$ cat src/rtl/core/oaht_pkg.sv
package oaht_pkg;

    localparam int TABLE_DEPTH = 64;
    localparam int IDX_W       = $clog2(TABLE_DEPTH);
    localparam int SIZE_W      = IDX_W + 1;
    localparam int KEY_BYTES   = 8;
    localparam int KEY_W       = 8 * KEY_BYTES;
    localparam int LEN_W       = 4;
    localparam int VAL_W       = 32;
    localparam int DIST_W      = 6;
    localparam int COLL_W      = 32;
    localparam int CFG_W       = 10;
    localparam int CFG_IDX_W   = 3;

    // modulo reducer: dividend width, shift count width, shifted divisor width
    localparam int RED_W    = 16;
    localparam int RED_SH_W = 4;
    localparam int DSH_W    = RED_W + SIZE_W;

    localparam logic [RED_W-1:0] HASH_SEED = RED_W'(5381);
    localparam logic [RED_W-1:0] MUL_A     = RED_W'(31);
    localparam logic [RED_W-1:0] MUL_B     = RED_W'(37);

    // start shifts: dividend is known to stay below divisor << (shift + 1)
    localparam logic [RED_SH_W-1:0] SH_SEED = RED_SH_W'(12);
    localparam logic [RED_SH_W-1:0] SH_BYTE = RED_SH_W'(7);
    localparam logic [RED_SH_W-1:0] SH_STEP = RED_SH_W'(10);
    localparam logic [RED_SH_W-1:0] SH_LIN  = RED_SH_W'(15);
    localparam logic [RED_SH_W-1:0] SH_SQ   = RED_SH_W'(9);

    localparam logic [1:0] OP_INSERT = 2'd0;
    localparam logic [1:0] OP_REMOVE = 2'd1;
    localparam logic [1:0] OP_SEARCH = 2'd2;

    localparam logic [1:0] PM_DOUBLE = 2'd0;
    localparam logic [1:0] PM_CUSTOM = 2'd1;
    localparam logic [1:0] PM_ROBIN  = 2'd2;

    localparam logic [CFG_IDX_W-1:0] CFG_PROBE_METHOD = 3'd0;
    localparam logic [CFG_IDX_W-1:0] CFG_HASH_SELECT  = 3'd1;
    localparam logic [CFG_IDX_W-1:0] CFG_TABLE_SIZE   = 3'd2;
    localparam logic [CFG_IDX_W-1:0] CFG_LINEAR_COEFF = 3'd3;
    localparam logic [CFG_IDX_W-1:0] CFG_SQUARE_COEFF = 3'd4;

    typedef enum logic [2:0] {
        STAT_OK    = 3'd0,
        STAT_DUP   = 3'd1,
        STAT_FULL  = 3'd2,
        STAT_MISS  = 3'd3,
        STAT_UNSUP = 3'd4
    } status_t;

    typedef enum logic [2:0] {
        ST_IDLE,
        ST_LAUNCH,
        ST_WAIT,
        ST_READ,
        ST_CHECK,
        ST_FIN
    } state_t;

    typedef enum logic [2:0] {
        PH_SEED,
        PH_BYTE,
        PH_STEP,
        PH_LIN,
        PH_SQ
    } phase_t;

    typedef struct packed {
        logic              start;
        logic [RED_W-1:0]  value;
        logic [SIZE_W-1:0] divisor;
        logic [RED_SH_W-1:0] shift;
    } red_req_t;

    typedef struct packed {
        logic [KEY_W-1:0] key;
        logic [LEN_W-1:0] len;
        logic [VAL_W-1:0] value;
    } slot_entry_t;

endpackage

$ cat src/rtl/core/oaht_reduce.sv
module oaht_reduce
    import oaht_pkg::*;
(
    input  logic             clk,
    input  logic             rst_n,
    input  red_req_t         req,
    output logic             done,
    output logic [RED_W-1:0] rem
);

    logic [RED_W-1:0]    rem_reg, rem_next;
    logic [DSH_W-1:0]    dsh_reg, dsh_next;
    logic [RED_SH_W-1:0] cnt_reg, cnt_next;
    logic                busy_reg, busy_next;
    logic                done_reg, done_next;
    logic [DSH_W-1:0]    rem_wide;

    always_comb
    begin
        rem_wide  = DSH_W'(rem_reg);
        rem_next  = rem_reg;
        dsh_next  = dsh_reg;
        cnt_next  = cnt_reg;
        busy_next = busy_reg;
        done_next = 1'b0;
        if (req.start)
        begin
            rem_next  = req.value;
            dsh_next  = DSH_W'(req.divisor) << req.shift;
            cnt_next  = req.shift;
            busy_next = 1'b1;
        end
        else if (busy_reg)
        begin
            // one restoring subtract per cycle
            if (rem_wide >= dsh_reg)
            begin
                rem_next = RED_W'(rem_wide - dsh_reg);
            end
            dsh_next = dsh_reg >> 1;
            if (cnt_reg == '0)
            begin
                busy_next = 1'b0;
                done_next = 1'b1;
            end
            else
            begin
                cnt_next = cnt_reg - 1'b1;
            end
        end
    end

    always_ff @(posedge clk or negedge rst_n)
    begin
        if (!rst_n)
        begin
            busy_reg <= 1'b0;
            done_reg <= 1'b0;
        end
        else
        begin
            busy_reg <= busy_next;
            done_reg <= done_next;
        end
    end

    always_ff @(posedge clk)
    begin
        rem_reg <= rem_next;
        dsh_reg <= dsh_next;
        cnt_reg <= cnt_next;
    end

    assign done = done_reg;
    assign rem  = rem_reg;

endmodule

$ cat config.mk
export PLATFORM = sky130hd
export DESIGN_NAME = oaht_reduce
export DESIGN_NICKNAME = d
export VERILOG_FILES = /design/src/rtl/core/oaht_pkg.sv /design/src/rtl/core/oaht_reduce.sv
export SDC_FILE = /design/constraint.sdc
export NUM_CORES = 1
export LEC_CHECK = 0
export BUFFER_PORTS_ARGS = -buffer_cell sky130_fd_sc_hd__buf_4
export CORE_MARGIN = 4
export CORE_UTILIZATION = 35
export DETAILED_ROUTE_END_ITERATION = 12
export SETUP_SLACK_MARGIN = 0.3
export SLEW_MARGIN = 20
export SYNTH_ARGS = -nofsm -noshare
export SYNTH_HDL_FRONTEND = slang
export SYNTH_SLANG_ARGS = --single-unit
$ cat constraint.sdc
create_clock -name clk -period 3.8 [get_ports clk]
set_input_delay 0.76 -clock clk [delete_from_list [all_inputs] [get_ports clk]]
set_output_delay 0.76 -clock clk [all_outputs]
set_load 0.05 [all_outputs]
## Word-level counts from Yosys, hierarchy flattened

Index checks and enable logic that the tools add are counted.

| storage, ports and cells | value |
|---|---|
| output and inout port bits | 17 |
| input bits | 30 |
| logic and storage cells | 29 |
| bits in registers | 45 |

| operators by class | value |
|---|---|
| muxes and demuxes | 14 |
| equality and inequality tests | 1 |
| order comparisons | 1 |
| shifts and indexed selects | 1 |
| add/subtract/negate cells | 2 |
| reductions and logical operators | 5 |

Operators with widths:

| cell | count |
|---|---|
| 16-bit 2-to-1 mux | 3 |
| 23-bit 2-to-1 mux | 2 |
| 16-bit by 23-bit >= comparator with 1-bit output | 1 |
| 7-bit by 4-bit << shifter with 23-bit output | 1 |
| 16-bit subtractor | 1 |
| 4-bit 2-to-1 mux | 3 |
| 1-bit 2-to-1 mux | 6 |
| 4-bit logical NOT | 1 |
| 2-bit AND reduction | 2 |
| 2-bit nonzero test | 2 |
| 4-bit by 1-bit subtractor with 4-bit output (second input constant) | 1 |
| 2-bit != test (second input constant) | 1 |

## Longest topological paths before layout

| logic depth | value |
|---|---|
| depth after elaboration | 4 |
| gate-level depth with buffers | 10 |
| gate-level depth less buffers | 10 |

## Worst setup path after synthesis

Ideal clock, no wire load.

| timing | value |
|---|---|
| kind | register -> register |
| from | reg rem_reg[0] (netlist: rem[0]) |
| to | reg rem_reg[14] (netlist: rem[14]), data pin |
| setup slack | 1.204 ns |
| setup time | 0.260 ns |
| required time | 3.540 ns |
| buffers on the path | 0 |
| arrival time | 2.336 ns |
| cell stages (with the launch flop) | 11 |
| clock period less this slack | 2.596 ns |
| cell sequence | edfxtp_1 > inv_1 > ha_1 > inv_1 > fa_1 > a21o_1 > a31oi_1 > o221ai_2 > a31oi_2 > a311o_1 > nor2_1 |

| between the ends | value |
|---|---|
| word-level cells in the longest chain between the ends | 4 |

RTL lines:

| item | RTL line | text |
|---|---|---|
| start, declared | oaht_reduce.sv:11 | `logic [RED_W-1:0] rem_reg, rem_next;` |
| start signal, assigned | oaht_reduce.sv:69 | `rem_reg <= rem_next;` |
| 16-bit subtractor | oaht_reduce.sv:38 | `rem_next = RED_W'(rem_wide - dsh_reg);` |
| 16-bit 2-to-1 mux | oaht_reduce.sv:36 | `if (rem_wide >= dsh_reg)` |
| 16-bit 2-to-1 mux | oaht_reduce.sv:33 | `else if (busy_reg)` |
| 16-bit 2-to-1 mux | oaht_reduce.sv:26 | `if (req.start)` |
| net rem_next[14] | oaht_reduce.sv:11 |  |

The timed path passes the listed nets, and every way through them passes these cells. The select of a mux whose other input is x is not followed.
A chain may end at the register's enable or synchronous reset.

## Worst setup path in the final report

| timing | value |
|---|---|
| from | reg rem_reg[0] (netlist: rem[0]) |
| to | reg rem_reg[10] (netlist: rem[10]), data pin |

The elaborated chain is that of the path after synthesis.

==> flow_summary.ini <==
[clock_network]
hold_buffers = 0
cts_resized = 0
clk_pin_slew_ps = 80
clk_latency_ps = 300
cts_tree = yes
htreeDepth = 2
numClockSinks = 44
cts_buffer_depth = 2
numCtsBuffers = 5
cts_setup_buffers = 0
root_buffer = clkbuf_8

[global_routing]
met3_usage_pct = 2.99
antenna_found_initial = 0
grt_pass1_wl_mm = 11.1
top_usage_layer = met2
grt_max_degree = 69
track_usage_pct = 13.9
grt_remaining_overflow = 0
grt_pass1_vias = 2300
grt_use_met1_pct = 19.0
use_met2_pct = 22.2

[yosys]
syn_area_per_cell_um2 = 9.53
synth_warnings = 0
ys_seq_area_share_pct = 44.4
mappedNetlistNets = 358
yosysUniqueCellTypes = 50
synth_top_area_cell = edfxtp_1
async_reset_ff_share_pct = 4.55
synth-seq-cells = 44
synth_flop_cell = edfxtp_1
yosys.area.top_type_share_pct = 42.7
netlist_area_um2 = 2950
synth-edff-count = 42
synth_cells = 310
synth_top_cells_by_area = edfxtp_1, ha_1, o21ai_0

[route]
detail_route.iter0.violations = 163
wl_per_cell_um = 15.2
ant_nets = 0
routed_wl_mm = 6.92
drcViolationCount = 0
num_vias = 2400
routed_via_density = 5.26
drt_pass1_iterations = 4

[sta]
relSlewSlack_pct = 52.8
finClkSkew_ps = 5.21
tns_ps = 0
rsz0062_at_grt = false
whs_ps = 224
setup_viol = 0
fmax_ghz = 0.378
maxSlewViolCount = 0
hold_violations = 0
layout_min_cycle_time_ps = 2650
worst_slew_pin_slew_ps = 707
fin_crit_sh_pct = 69.6

[setup_path]
crit_required_ps = 3840
regToRegStartpoint = rem[0]
endpoint_kind = register
critPathArrivalTime_ps = 2680
crit_start = rem[0]
critical_path.max_fanout = 5
start_kind = register
critPathKind = reg -> reg

[final_layout]
num-nets-final = 398
final_layout_size_suffix_gt1_share_pct = 18.2
largest_reg_flops = 22
syn_to_final_growth_pct = 18.0
fillerInstances = 807
diodes = 0
final_common_cell = buf_4
final_cell_mix = buf_4, edfxtp_1, nand2_1, nor2_1

[place]
dp_hpwl_mm = 5.23
globalplace.congestion = 0.905
io_buffers = 46

[floorplanning]
dieArea_um2 = 9970
die_x_um = 99.9
pin_count = 47
core_area_um2 = 8220
die_y_um = 99.9
rows = 33
start_util_pct = 36.0

[power_and_ir_drop]
power.leakage_nw = 1.43
power_density_nw_per_um2 = 800
irDropWorstVdd_uv = 229

[status]
status = completed

[worst_hold_path]
hp-class = in -> async

[flow_run]
drv_cap = 0
## per-stage QoR
| stage | setup WS (ps) | area (um^2) | total power, mW | instances | util (%) |
|---|---|---|---|---|---|
| global route | 973 | 3490 | 2.98 | 456 | 42.4 |
| CTS | 1140 | 3490 | 2.81 | 456 | 42.4 |
| detailed placement | 1130 | 3380 | 2.44 | 448 | 41.1 |
| finish | 1150 | 3490 | 2.79 | 456 | 42.4 |
| global placement | 1170 | 3380 | 2.42 | 448 | 41.1 |
| floorplan | 1200 | 2950 | 2.04 | 310 | - |
## synth_stat cells (2+ instances only)
cell / number
o32ai_1: 2
o21bai_1: 2
nand3b_1: 2
a21oi_1: 17
o221ai_1: 2
clkbuf_1: 10
ha_1: 17
mux2_2: 7
dfrtp_1: 2
buf_2: 2
nor2b_1: 3
inv_1: 27
nor3b_1: 2
o22ai_1: 8
o2bb2ai_1: 4
nand2_1: 28
mux2i_1: 4
and3_1: 2
nor2_1: 28
o21ai_0: 27
nand4_1: 2
a31oi_1: 5
nand3_1: 6
a21o_1: 8
xor2_1: 3
xnor2_1: 8
nor4_1: 4
nor3_1: 6
nand2b_1: 10
edfxtp_1: 42
## logic make-up (layout without fill, tap and decap cells)
kind of cell               after synthesis  after routing  share of synthesized area (%)
buffers and inverters                   40             81                           5.17
xor gates and xnor gates                11             11                           3.26
and+or+nand+nor                         99             99                           16.2
muxes                                   11             11                           4.02
AOI/OAI and AO/OA                       87             87                           19.1
DFF                                     44             44                           44.4
adders and majority gates               18             18                           7.88
## worst paths after layout
check / slack, ps / end / depth (start not counted)
max: 1150 / rem[10] / 10
min: 220 / done / 1
max reg2reg: 1150 / rem[10] / 10
min reg2reg: 570 / dsh_reg[18] / 1
max in group asynchronous: 3490 / busy_reg / 1
min in group clk: 570 / dsh_reg[18] / 1
## where the power goes
group          total (mW)  internal (mW)  switching, mW
Clock               0.355          0.192          0.164
Sequential          0.833          0.746         0.0866
Combinational        1.60          0.592           1.01
## cell type report
| cell class | count | area [um^2] | area share [%] |
|---|---|---|---|
| inverter | 27 | 101 | 2.91 |
| sequential | 44 | 1310 | 37.6 |
| timing repair buffer | 46 | 345 | 9.91 |
| clock buffer | 5 | 68.8 | 1.97 |
| tap | 105 | 131 | 3.77 |
| multi-input combinational | 226 | 1490 | 42.7 |
| clock inverter | 3 | 37.5 | 1.08 |
## metal layers
metal  part of all wire [%]  vias up
li1                       -     1217
met1                     47     1120
met4                    1.0        0
met2                     47       55
met5                      0        -
met3                    5.3        8
## worst max-delay path: stages, from the launching register on
cell,delay (ps)
edfxtp_1,390
inv_1,70
ha_1,170
inv_1,60
fa_1,410
a21o_1,200
a31oi_1,270
o221ai_2,170
a31oi_2,380
xor2_1,200
o21ai_1,70
(Power assumes the default switching activity.)
